<file path="config.mk">
export PLATFORM = sky130hd
export DESIGN_NAME = sll_ctrl
export DESIGN_NICKNAME = d
export VERILOG_FILES = /design/src/sll_pkg.sv /design/src/sll_ctrl.sv
export SDC_FILE = /design/constraint.sdc
export NUM_CORES = 1
export LEC_CHECK = 0
export BUFFER_PORTS_ARGS = -buffer_cell sky130_fd_sc_hd__buf_2
export CORE_UTILIZATION = 60
export CTS_BUF_LIST = sky130_fd_sc_hd__clkbuf_4 sky130_fd_sc_hd__clkbuf_8
export DETAILED_ROUTE_END_ITERATION = 8
export GPL_TIMING_DRIVEN = 0
export PLACE_DENSITY_LB_ADDON = 0.3
export SYNTH_ARGS = -nofsm -noshare
export SYNTH_HDL_FRONTEND = slang
export SYNTH_SLANG_ARGS = --single-unit
</file>
<file path="constraint.sdc">
create_clock -name clk_i -period 10.9 [get_ports clk_i]
set_input_delay 0.545 -clock clk_i [delete_from_list [all_inputs] [get_ports clk_i]]
set_output_delay 0.545 -clock clk_i [all_outputs]
set_load 0.02 [all_outputs]
</file>
<file path="src/sll_pkg.sv">
`timescale 1ns / 1ps
`default_nettype none
package sll_pkg;

  localparam int NODES       = 1024;
  localparam int VALUE_WIDTH = 32;
  localparam int NODE_AW     = $clog2(NODES);
  localparam int HEAD_NODE   = NODES - 1;
  localparam int POS_W       = 10;
  localparam int CMP_W       = ((POS_W > NODE_AW) ? POS_W : NODE_AW) + 1;

  localparam logic [2:0] ACT_INSERT = 3'd0;
  localparam logic [2:0] ACT_DELETE = 3'd1;
  localparam logic [2:0] ACT_GET    = 3'd2;
  localparam logic [2:0] ACT_LOCATE = 3'd3;
  localparam logic [2:0] ACT_CLEAR  = 3'd4;

  localparam logic [1:0] STS_OK      = 2'd0;
  localparam logic [1:0] STS_BAD_POS = 2'd1;
  localparam logic [1:0] STS_FULL    = 2'd2;

  typedef enum logic [3:0] {
    ST_CLEAR,
    ST_IDLE,
    ST_INS_FREE,
    ST_INS_JN,
    ST_WALK,
    ST_INS_LK,
    ST_INS_HD,
    ST_DEL_JN,
    ST_DEL_F,
    ST_DEL_LJ,
    ST_DEL_HD,
    ST_GET,
    ST_LOC,
    ST_RESP
  } state_e;

  typedef struct packed {
    logic [2:0]                    action;
    logic [POS_W-1:0]              position;
    logic signed [VALUE_WIDTH-1:0] item_value;
  } in_req_t;

  typedef struct packed {
    logic [1:0]                    status;
    logic signed [VALUE_WIDTH-1:0] read_value;
    logic [POS_W-1:0]              found_position;
    logic [POS_W-1:0]              list_length;
    logic                          list_empty;
  } out_rsp_t;

  typedef struct packed {
    logic                   rd_en;
    logic [NODE_AW-1:0]     rd_addr;
    logic                   link_we;
    logic                   value_we;
    logic [NODE_AW-1:0]     wr_addr;
    logic [NODE_AW-1:0]     wr_link;
    logic [VALUE_WIDTH-1:0] wr_value;
  } mem_req_t;

  typedef struct packed {
    logic [NODE_AW-1:0]     link;
    logic [VALUE_WIDTH-1:0] value;
  } mem_rsp_t;

endpackage
`default_nettype wire

</file>
<file path="src/sll_ctrl.sv">
`timescale 1ns / 1ps
`default_nettype none
// Sequencer: walks the link chain through the node store and patches links.
module sll_ctrl import sll_pkg::*; (
  input  wire logic     clk_i,
  input  wire logic     rst_ni,
  input  wire logic     in_valid_i,
  input  wire in_req_t  in_req_i,
  output logic          in_stall_o,
  input  wire logic     out_free_i,
  output logic          res_valid_o,
  output out_rsp_t      res_o,
  output mem_req_t      mem_req_o,
  input  wire mem_rsp_t mem_rsp_i
);

  localparam logic [NODE_AW-1:0] HEAD = NODE_AW'(HEAD_NODE);
  localparam logic [NODE_AW-1:0] FREE = '0;

  state_e                 state_q, state_d;
  logic [2:0]             act_q, act_d;
  logic [VALUE_WIDTH-1:0] val_q, val_d;
  logic [NODE_AW-1:0]     cnt_q, cnt_d;
  logic [NODE_AW-1:0]     steps_q, steps_d;
  logic [NODE_AW-1:0]     idx_q, idx_d;
  logic [NODE_AW-1:0]     k_q, k_d;
  logic [NODE_AW-1:0]     j_q, j_d;
  logic [NODE_AW-1:0]     jn_q, jn_d;
  logic [NODE_AW-1:0]     f_q, f_d;
  logic [NODE_AW-1:0]     clr_q, clr_d;
  logic                   clr_resp_q, clr_resp_d;
  logic [1:0]             status_q, status_d;
  logic [VALUE_WIDTH-1:0] rd_q, rd_d;
  logic [NODE_AW-1:0]     found_q, found_d;

  logic [CMP_W-1:0] pos_w;
  logic [CMP_W-1:0] cnt_w;
  logic             ins_bad;
  logic             pos_bad;
  logic             no_free;
  logic             loc_hit;

  assign pos_w   = CMP_W'(in_req_i.position);
  assign cnt_w   = CMP_W'(cnt_q);
  assign ins_bad = (pos_w == '0) || (pos_w > cnt_w + CMP_W'(1));
  assign pos_bad = (pos_w == '0) || (pos_w > cnt_w);
  assign no_free = (mem_rsp_i.link == FREE) || (mem_rsp_i.link >= HEAD);
  assign loc_hit = (idx_q != '0) && (mem_rsp_i.value == val_q);

  assign in_stall_o = (state_q != ST_IDLE);

  // next state
  always_comb begin
    state_d = state_q;
    case (state_q)
      ST_CLEAR: begin
        if (clr_q == HEAD) begin
          state_d = clr_resp_q ? ST_RESP : ST_IDLE;
        end
      end
      ST_IDLE: begin
        if (in_valid_i) begin
          case (in_req_i.action)
            ACT_INSERT: state_d = ins_bad ? ST_RESP : ST_INS_FREE;
            ACT_DELETE: state_d = pos_bad ? ST_RESP : ST_WALK;
            ACT_GET:    state_d = pos_bad ? ST_RESP : ST_WALK;
            ACT_LOCATE: state_d = (cnt_q == '0) ? ST_RESP : ST_LOC;
            ACT_CLEAR:  state_d = ST_CLEAR;
            default:    state_d = ST_RESP;
          endcase
        end
      end
      ST_INS_FREE: state_d = no_free ? ST_RESP : ST_INS_JN;
      ST_INS_JN:   state_d = ST_WALK;
      ST_WALK: begin
        if (steps_q == '0) begin
          case (act_q)
            ACT_INSERT: state_d = ST_INS_LK;
            ACT_DELETE: state_d = ST_DEL_JN;
            default:    state_d = ST_GET;
          endcase
        end
      end
      ST_INS_LK: state_d = ST_INS_HD;
      ST_INS_HD: state_d = ST_RESP;
      ST_DEL_JN: state_d = ST_DEL_F;
      ST_DEL_F:  state_d = ST_DEL_LJ;
      ST_DEL_LJ: state_d = ST_DEL_HD;
      ST_DEL_HD: state_d = ST_RESP;
      ST_GET:    state_d = ST_RESP;
      ST_LOC: begin
        if (loc_hit || (idx_q == cnt_q)) begin
          state_d = ST_RESP;
        end
      end
      ST_RESP: begin
        if (out_free_i) begin
          state_d = ST_IDLE;
        end
      end
      default: state_d = ST_IDLE;
    endcase
  end

  // datapath and memory requests
  always_comb begin
    act_d       = act_q;
    val_d       = val_q;
    cnt_d       = cnt_q;
    steps_d     = steps_q;
    idx_d       = idx_q;
    k_d         = k_q;
    j_d         = j_q;
    jn_d        = jn_q;
    f_d         = f_q;
    clr_d       = clr_q;
    clr_resp_d  = clr_resp_q;
    status_d    = status_q;
    rd_d        = rd_q;
    found_d     = found_q;
    res_valid_o = 1'b0;
    mem_req_o   = '0;
    case (state_q)
      ST_CLEAR: begin
        mem_req_o.link_we  = 1'b1;
        mem_req_o.value_we = 1'b1;
        mem_req_o.wr_addr  = clr_q;
        mem_req_o.wr_link  = (clr_q == HEAD) ? FREE : clr_q + NODE_AW'(1);
        mem_req_o.wr_value = '0;
        clr_d              = clr_q + NODE_AW'(1);
        if (clr_q == HEAD) begin
          clr_resp_d = 1'b0;
        end
      end
      ST_IDLE: begin
        if (in_valid_i) begin
          act_d    = in_req_i.action;
          val_d    = in_req_i.item_value;
          steps_d  = NODE_AW'(pos_w - CMP_W'(1));
          idx_d    = '0;
          k_d      = HEAD;
          status_d = STS_OK;
          rd_d     = '0;
          found_d  = '0;
          case (in_req_i.action)
            ACT_INSERT: begin
              if (ins_bad) begin
                status_d = STS_BAD_POS;
              end else begin
                mem_req_o.rd_en   = 1'b1;
                mem_req_o.rd_addr = FREE;
              end
            end
            ACT_DELETE, ACT_GET: begin
              if (pos_bad) begin
                status_d = STS_BAD_POS;
              end else begin
                mem_req_o.rd_en   = 1'b1;
                mem_req_o.rd_addr = HEAD;
              end
            end
            ACT_LOCATE: begin
              mem_req_o.rd_en   = 1'b1;
              mem_req_o.rd_addr = HEAD;
            end
            ACT_CLEAR: begin
              clr_d      = '0;
              clr_resp_d = 1'b1;
              cnt_d      = '0;
            end
            default: ;
          endcase
        end
      end
      ST_INS_FREE: begin
        if (no_free) begin
          status_d = STS_FULL;
        end else begin
          j_d               = mem_rsp_i.link;
          mem_req_o.rd_en   = 1'b1;
          mem_req_o.rd_addr = mem_rsp_i.link;
        end
      end
      ST_INS_JN: begin
        jn_d              = mem_rsp_i.link;
        k_d               = HEAD;
        mem_req_o.rd_en   = 1'b1;
        mem_req_o.rd_addr = HEAD;
      end
      ST_WALK: begin
        if (steps_q != '0) begin
          k_d               = mem_rsp_i.link;
          steps_d           = steps_q - NODE_AW'(1);
          mem_req_o.rd_en   = 1'b1;
          mem_req_o.rd_addr = mem_rsp_i.link;
        end else begin
          case (act_q)
            ACT_INSERT: begin
              // new node takes over the successor of its predecessor
              mem_req_o.link_we  = 1'b1;
              mem_req_o.value_we = 1'b1;
              mem_req_o.wr_addr  = j_q;
              mem_req_o.wr_link  = mem_rsp_i.link;
              mem_req_o.wr_value = val_q;
            end
            ACT_DELETE: begin
              j_d               = mem_rsp_i.link;
              mem_req_o.rd_en   = 1'b1;
              mem_req_o.rd_addr = mem_rsp_i.link;
            end
            default: begin
              mem_req_o.rd_en   = 1'b1;
              mem_req_o.rd_addr = mem_rsp_i.link;
            end
          endcase
        end
      end
      ST_INS_LK: begin
        mem_req_o.link_we = 1'b1;
        mem_req_o.wr_addr = k_q;
        mem_req_o.wr_link = j_q;
      end
      ST_INS_HD: begin
        mem_req_o.link_we = 1'b1;
        mem_req_o.wr_addr = FREE;
        mem_req_o.wr_link = jn_q;
        cnt_d             = cnt_q + NODE_AW'(1);
      end
      ST_DEL_JN: begin
        jn_d              = mem_rsp_i.link;
        mem_req_o.rd_en   = 1'b1;
        mem_req_o.rd_addr = FREE;
      end
      ST_DEL_F: begin
        f_d               = mem_rsp_i.link;
        mem_req_o.link_we = 1'b1;
        mem_req_o.wr_addr = k_q;
        mem_req_o.wr_link = jn_q;
      end
      ST_DEL_LJ: begin
        mem_req_o.link_we = 1'b1;
        mem_req_o.wr_addr = j_q;
        mem_req_o.wr_link = f_q;
      end
      ST_DEL_HD: begin
        mem_req_o.link_we = 1'b1;
        mem_req_o.wr_addr = FREE;
        mem_req_o.wr_link = j_q;
        cnt_d             = cnt_q - NODE_AW'(1);
      end
      ST_GET: begin
        rd_d = mem_rsp_i.value;
      end
      ST_LOC: begin
        if (loc_hit) begin
          found_d = idx_q;
        end else if (idx_q != cnt_q) begin
          idx_d             = idx_q + NODE_AW'(1);
          mem_req_o.rd_en   = 1'b1;
          mem_req_o.rd_addr = mem_rsp_i.link;
        end
      end
      ST_RESP: begin
        res_valid_o = out_free_i;
      end
      default: ;
    endcase
  end

  assign res_o.status         = status_q;
  assign res_o.read_value     = rd_q;
  assign res_o.found_position = POS_W'(found_q);
  assign res_o.list_length    = POS_W'(cnt_q);
  assign res_o.list_empty     = (cnt_q == '0);

  always_ff @(posedge clk_i or negedge rst_ni) begin
    if (!rst_ni) begin
      state_q    <= ST_CLEAR;
      cnt_q      <= '0;
      clr_q      <= '0;
      clr_resp_q <= 1'b0;
    end else begin
      state_q    <= state_d;
      cnt_q      <= cnt_d;
      clr_q      <= clr_d;
      clr_resp_q <= clr_resp_d;
    end
  end

  always_ff @(posedge clk_i) begin
    act_q    <= act_d;
    val_q    <= val_d;
    steps_q  <= steps_d;
    idx_q    <= idx_d;
    k_q      <= k_d;
    j_q      <= j_d;
    jn_q     <= jn_d;
    f_q      <= f_d;
    status_q <= status_d;
    rd_q     <= rd_d;
    found_q  <= found_d;
  end

endmodule
`default_nettype wire

</file>
Word level (Yosys, flattened, before mapping):

Index checks and enable logic that the tools add are counted.

* memories kept: 0
* register bits after elaboration: 164
* output and inout bits: 122
* input bits: 91
* memory bits (read-only): 0
* RAM bits: 0
* latch bits: 0

* magnitude comparators: 3
* shifts and indexed selects: 0
* divide/modulo/power cells: 0
* multiply operators: 0
* muxes and demuxes: 63
* reductions and logical operators: 38
* eq/ne operators: 37
* add/subtract/negate cells: 7
* bitwise gates (word level): 0

Operators with widths (count)
* 10-bit two-way mux: 14
* 20-bit case mux with 7 select lines: 1
* 54-bit two-way mux: 2
* 10-bit case mux with 2 select lines: 5
* 11-bit two-way mux: 8
* 11-bit case mux with 6 select lines: 1
* 32-bit two-way mux: 2
* 32-bit case mux with 2 select lines: 1
* 10-bit case mux with 3 select lines: 2
* 4-bit case mux with 12 select lines: 1
* 4-bit two-way mux: 9
* 11-bit case mux with 3 select lines: 1
* 32-bit == test: 1
* 10-bit by 1-bit adder with 10-bit output (second input constant): 3
* 10-bit zero test: 3
* 10-bit by 1-bit subtractor with 10-bit output (second input constant): 3
* 4-bit == test (second input constant): 6
* 2-bit != test (second input constant): 12
* 10-bit nonzero test: 2
* 3-bit AND reduction: 6
* 4-bit by 3-bit == test with 1-bit output (second input constant): 4
* 4-bit case mux with 4 select lines: 1
* 4-bit AND reduction: 3
* 2-bit nonzero test: 6
* other kinds (30): 51

Longest topological paths before layout:

Gate-level depths: netlist (run 1).

* depth in word-level cells: 7
* gate-level depth with buffers: 13

Worst setup path after synthesis (run 1):

Ideal clock, no wire load.

* path type: flip-flop to flip-flop
* from: reg state_q[2]
* to: reg rd_q[0] (enable)
* library setup time: 466 ps
* clock period less this slack: 3574 ps
* path slack: 7326 ps
* data arrival time: 3108 ps
* buffers on the path: 1
* cell stages (with the launch flop): 4
* path through: dfrtp_1 > nand2b_1 > clkbuf_1 > o21ai_0

* longest elaborated chain between the ends: 3
* elaborated cells on any way between the ends: 5

Ends and longest elaborated chain
* from (decl): line sll_ctrl.sv:20 `state_e state_q, state_d;`
* from (signal assigned): line sll_ctrl.sv:283 `state_q <= state_d;`
* 4-bit by 1-bit == test with 1-bit output or 4-bit == test (tied branches): line sll_ctrl.sv:123 `case (state_q)`
* 2-bit != test (no line) or 2-bit nonzero test (tied branches)
* 2-bit AND reduction (no line) (*)
* to (signal assigned): line sll_ctrl.sv:300 `rd_q <= rd_d;`
* to (decl): line sll_ctrl.sv:33 `logic [VALUE_WIDTH-1:0] rd_q, rd_d;`

Mark *: on every way between the ends. The rest lies on a longest branch, timed or not.
A chain may end at the register's enable or synchronous reset.

==> results of run 1 <==
## cells in the final DEF, fill, tap and decap left out, types with 23 or more instances in the layout
cell type,count
nand2_1,41
nor2_1,47
xnor2_1,58
xor2_1,23
dfrtp_1,25
buf_2,218
a21oi_1,27
edfxtp_1,139
and2_1,67
nand3_1,27
inv_1,32
ha_1,34
## cells by family after synthesis
family	synth area share
adder cells (fa/ha/maj)	0.0504
XOR/XNOR	0.0779
multiplexers	0.0122
AO/OA/AOI/OAI	0.121
buffers and inverters	0.0322
AND/OR/NAND/NOR	0.179
flip-flops	0.527
## report_power, final
group	internal, mW	leakage (nW)	switching [mW]
Clock	0.188	0.184	0.228
Combinational	0.399	2.77	0.700
Sequential	0.831	1.63	0.0937
Total	1.42	4.59	1.02
## metal layers
layer / vias to the layer above / share of wire / GRT usage
li1: 3416 / - / -
met1: 3582 / 0.40 / 0.399
met2: 361 / 0.50 / 0.518
met3: 50 / 0.078 / 0.0586
met4: 0 / 0.026 / 0.110
met5: - / 0 / 0
## flip-flops by register name (all words and copies together), names as in the netlist, 2 cells and up
signal	cells
rd_q	32
state_q	4
k_q	10
j_q	10
clr_q	10
val_q	32
f_q	10
idx_q	10
found_q	10
act_q	3
cnt_q	10
jn_q	10
status_q	2
steps_q	10
## area by class of cell
| class | instances | area [um^2] | area share |
|---|---|---|---|
| Clock inverter | 12 | 108 | 0.00995 |
| Multi-Input combinational cell | 564 | 4030 | 0.373 |
| Sequential cell | 164 | 4800 | 0.444 |
| Buffer | 33 | 169 | 0.0156 |
| Tap cell | 184 | 230 | 0.0213 |
| Inverter | 33 | 124 | 0.0115 |
| Timing Repair Buffer | 214 | 1100 | 0.102 |
| Clock buffer | 20 | 256 | 0.0237 |
## worst register-to-register path: cells and delay by family, from the launching register on
family	cells	cell delay [ps]
AO/OA/AOI/OAI	6	1240
XOR/XNOR	1	90
adder cells (fa/ha/maj)	1	420
buffers and inverters	1	280
flip-flops	1	440
AND/OR/NAND/NOR	2	950
## stage by stage
step / hold WS [ps] / worst slack (ps) / std cells / utilization / power [mW]
2_1_floorplan: 249 / 7330 / 794 / - / 1.67
3_3_place_gp: 514 / 6390 / 1190 / 0.710 / 1.99
3_5_place_dp: 522 / 7270 / 1191 / 0.712 / 2.01
4_1_cts: 102 / 6660 / 1223 / 0.737 / 2.42
5_1_grt: 133 / 6480 / 1224 / 0.739 / 2.57
6_report: 101 / 6670 / 1224 / 0.739 / 2.44
## worst max-delay path by stage
stage	start	to	slack (ps)
5_1_grt	cnt_q[0]	mem_req_o[64]	6480
6_report	cnt_q[1]	mem_req_o[64]	6670
3_5_place_dp	cnt_q[1]	mem_req_o[64]	7270
2_1_floorplan	state_q[2]	rd_q[0]	7330
4_1_cts	cnt_q[0]	mem_req_o[64]	6660
3_3_place_gp	state_q[2]	rd_q[14]	6390
==> results_dict.tcl, run 1 <==
set metrics [dict create \
    status "finished, violations left" \
    violations "design-rule violations" \
    first_global_vias 6916 \
    drt-wirelength-per-cell_um 19.4 \
    final_area_um2 10800 \
    cp.arrival_ps 3690 \
    final_layout_size_suffix_gt1_frac 0.275 \
    cts_setup_buffers 0 \
    r2r-end "cnt_q[8]" \
    slowest_stage "dfrtp_1" \
    vdd.ir_drop.worst_uv 177 \
    rsz0062_at_grt "no" \
    synth_edf_count 139 \
    cp.required_ps 10360 \
    port_buffers 212 \
    synth.cell_area_um2 9100 \
    start_util 0.622 \
    clk_latency_ps 470 \
    crit_fanout 9 \
    dp_hpwl_um 17400 \
    p_per_area_nw_per_um2 226 \
    nFillCells 1035 \
    antenna_found_initial 0 \
    rows 44 \
    finalHoldViolCount 0 \
    syn_avg_cell_area_um2 11.5 \
    rrSetupSlack_ps 7380 \
    ys_ff_latch 164 \
    post_dp_cell_area_um2 10400 \
    worstSetupPathDepth 12 \
    yosys.area.top_type "edfxtp_1" \
    ys_types 71 \
    grt_first_pass_wirelength_um 36900 \
    clockBufferDepth 2 \
    cts_tree "built" \
    cp_top_family "compound AO/OA/AOI/OAI gates" \
    crit_chain "ha_1 -> and3_1 -> nand3_1 -> xnor2_1 -> ha_1 -> a21o_1 -> a21oi_1 -> o2111ai_1 -> a31oi_1 -> nand3_1 -> o211ai_1 -> buf_2" \
    h-tree-depth 4 \
    drv_slew 0 \
    r2r_cells 11 \
    cts_root_buf "clkbuf_8" \
    ios 213 \
    netlist_instances 794 \
    syn2layout_area_growth_pct 18.8 \
    ys_warn_count 0 \
    fin_crit_ps 4230 \
    drt-initial-drc-count 728 \
    synth-main-ff-cell "edfxtp_1" \
    drc 32 \
    fin_crit_sh 0.388 \
    core_area_um2 14600 \
    hold_class "input port to async pin" \
    syn-num-nets 920 \
    track_usage 0.308 \
    p_leak_nw 4.59 \
    die-width_um 125 \
    hold_buffers 0 \
    worstSetupPathType "flip-flop to output pin" \
    maxCapViolCount 0 \
    gp_congestion 0.895 \
    firstDrtPassIters 9 \
    design.die.area_um2 15700 \
    worstSetupEndpointType "output pin" \
    yosys.cell_count.top_type "edfxtp_1" \
    fmax_ghz 0.236 \
    cts_made_buffers 17 \
    cp-start-kind "flip-flop" \
    cts.reportedPaths.clkPinSlew_ps 90 \
    setup_viol 0 \
    skew_ps 12.5 \
    vias 7409 \
    wl_um 23700 \
    cpPeakStageDelay_ps 590 \
    async_flop_share 0.152 \
    synth_area_leaders "edfxtp_1 (46%), dfrtp_1 (6.9%), xnor2_1 (5.6%)" \
    antennaDiodeCount 0 \
    ctsResizeCount 0 \
    finalNetCount 1153 \
    fin_tns_setup_ps 0 \
    grt_max_degree 36 \
    via_per_inst 6.05 \
    grt-ovfl-total 0 \
    die_y_um 125 \
    drtAntennaViolNets 0 \
    cts.sinks 164 \
    max_slew_margin 0.145 \
    crit_buf_inv 1 \
    synth_top_area_share 0.458 \
    worst_slew_pin_slew_ps 1280 \
    r2r-start "state_q[2]" \
    ys_seq_area_frac 0.527 \
    ys_top_cells_by_count "edfxtp_1 (139), and2_1 (67), xnor2_1 (58)" \
]
(Power assumes the default switching activity.)
==> run 2, diff against run 1 <==
--- a/config.mk
+++ b/config.mk
@@ -6,7 +6,7 @@
 export NUM_CORES = 1
 export LEC_CHECK = 0
 export BUFFER_PORTS_ARGS = -buffer_cell sky130_fd_sc_hd__buf_2
-export CORE_UTILIZATION = 60
+export CORE_UTILIZATION = 51
 export CTS_BUF_LIST = sky130_fd_sc_hd__clkbuf_4 sky130_fd_sc_hd__clkbuf_8
 export DETAILED_ROUTE_END_ITERATION = 8
 export GPL_TIMING_DRIVEN = 0
==> constraint.sdc (replaced) <==
create_clock -name clk_i -period 3.73 [get_ports clk_i]
set_input_delay 0.1865 -clock clk_i [delete_from_list [all_inputs] [get_ports clk_i]]
set_output_delay 0.1865 -clock clk_i [all_outputs]
set_load 0.02 [all_outputs]
==> results_dict.tcl, run 2 (synthesis results as in run 1) <==
set metrics [dict create \
    status "completed" \
    final_area_um2 11400 \
    drtAntennaViolNets 0 \
    maxCapViolCount 0 \
    drt-wirelength-per-cell_um 19.0 \
    largestRegisters "rd_q (32), val_q (32)" \
    final_layout_size_suffix_gt1_frac 0.275 \
    p_leak_nw 4.82 \
    fin_ws_ps 193 \
    max_slew_margin 0.155 \
    grt-ovfl-total 0 \
    port_buffers 212 \
    hold_ws_ps 25.0 \
    final_common_cell "buf_2" \
    drt-initial-drc-count 625 \
    firstDrtPassIters 6 \
    fin_cells 1314 \
    layout_common_cells "buf_2 (216), edfxtp_1 (139), and2_1 (67)" \
    placed_cells 1234 \
    cp-start-kind "flip-flop" \
    crit_fanout 8 \
    cts_root_buf "clkbuf_8" \
    finalHoldViolCount 0 \
    fin_crit_sh 0.948 \
    met3WireLength_um 1590 \
    nFillCells 1386 \
    clockBufferDepth 2 \
    grt_first_pass_wirelength_um 38300 \
    p_per_area_nw_per_um2 646 \
    cp.arrival_ps 3350 \
    dp_hpwl_um 18000 \
    via_per_inst 5.71 \
    clk_latency_ps 460 \
    met2_length_um 12500 \
    setup_viol 0 \
    m1WireLength_um 10200 \
    dp_slack_ps 273 \
    worstSetupPathType "flip-flop to output pin" \
    power_mw 7.37 \
    vdd.ir_drop.worst_uv 460 \
    design.die.area_um2 18400 \
    h-tree-depth 4 \
    first_global_vias 7337 \
    start_util 0.525 \
    gp_congestion 0.897 \
    vias 7503 \
    antenna_found_initial 1 \
    wl_um 25000 \
    rsz0062_at_grt "yes" \
    cts_made_buffers 17 \
    skew_ps 14.6 \
    die-width_um 136 \
    die_y_um 136 \
    worst_slew_pin_slew_ps 1260 \
    cts.reportedPaths.clkPinSlew_ps 100 \
    ios 213 \
    drv_slew 0 \
    core_area_um2 17400 \
    cts_tree "built" \
    rows 48 \
    cts.sinks 164 \
    fin_crit_ps 3540 \
    worstSetupEndpointType "output pin" \
    fmax_ghz 0.283 \
    finalNetCount 1201 \
    grt_max_degree 26 \
    drc 0 \
    syn2layout_area_growth_pct 25.4 \
    post_dp_cell_area_um2 10500 \
    cp.required_ps 3540 \
    hold_class "input port to flip-flop" \
    highest_layer "met4" \
    track_usage 0.277 \
]
==> run 2: cell types whose count changed in the layout (fill, tap and decap cells not counted), sizes merged <==
cell,delta
clkinv,-1
dlygate4sd3,+41
diode,+1
bufinv,+1
inv,+4
clkbuf,-3
buf,+7
clkinvlp,-1
==> run 2: power breakdown <==
part	internal [mW]	leakage, nW	switching (mW)
Combinational	1.26	3.00	2.10
Sequential	2.43	1.62	0.258
Clock	0.613	0.200	0.708
Total	4.30	4.82	3.07
==> run 2: repair_timing <==
| action | CTS | global route |
|---|---|---|
| setup endpoints to repair | 1 | 3 |
| pin swaps | 0 | 2 |
| setup buffers | 0 | 6 |
| hold endpoints to repair | 69 | 2 |
| hold buffers | 39 | 2 |
| gates resized for setup | 2 | 8 |
==> run 2: final timing paths <==
path / from / cells after the start / slack, ps / to
worst max-delay path: cnt_q[2] / 13 / 190 / mem_req_o[64]
worst min-delay path: mem_rsp_i[23] / 2 / 20 / rd_q[23]
worst max register to register: state_q[2] / 11 / 430 / cnt_q[9]
worst min register to register: clr_q[1] / 1 / 560 / clr_q[1]
max in group asynchronous: rst_ni / 2 / 3040 / cnt_q[4]
min in group asynchronous: rst_ni / 2 / 260 / cnt_q[5]
==> run 2: critical path, stage by stage (launching register included) <==
cell	delay, ps
dfrtp_1	370
buf_4	180
and3_1	170
and3_1	210
nand3_1	140
xnor2_2	170
ha_1	290
a21o_1	160
a21oi_1	180
o2111ai_1	160
a31oi_2	280
nand3_1	130
o211ai_1	250
buf_4	200
==> run 2: per-layer routing <==
metal  vias up  track usage
met5         -            0
met4         0        0.106
met3        49       0.0539
met2       311        0.481
met1      3646        0.338
li1       3497            -
==> run 2: area by class of cell <==
class | instances | area [um^2] | area share
Timing Repair Buffer | 262 | 1590 | 0.139
Buffer | 33 | 171 | 0.0150
Sequential cell | 164 | 4800 | 0.421
Antenna cell | 1 | 2.50 | 0.000219
Multi-Input combinational cell | 564 | 4050 | 0.354
Tap cell | 225 | 282 | 0.0247
Clock inverter | 15 | 170 | 0.0149
Inverter | 33 | 124 | 0.0108
Clock buffer | 17 | 234 | 0.0205
==> run 2: stage by stage <==
stage,utilization,setup TNS (ps)
after floorplan,-,0
after CTS,0.653,0
after global routing,0.658,-11.7
after detailed placement,0.607,0
final,0.658,0
after global placement,0.602,-29290
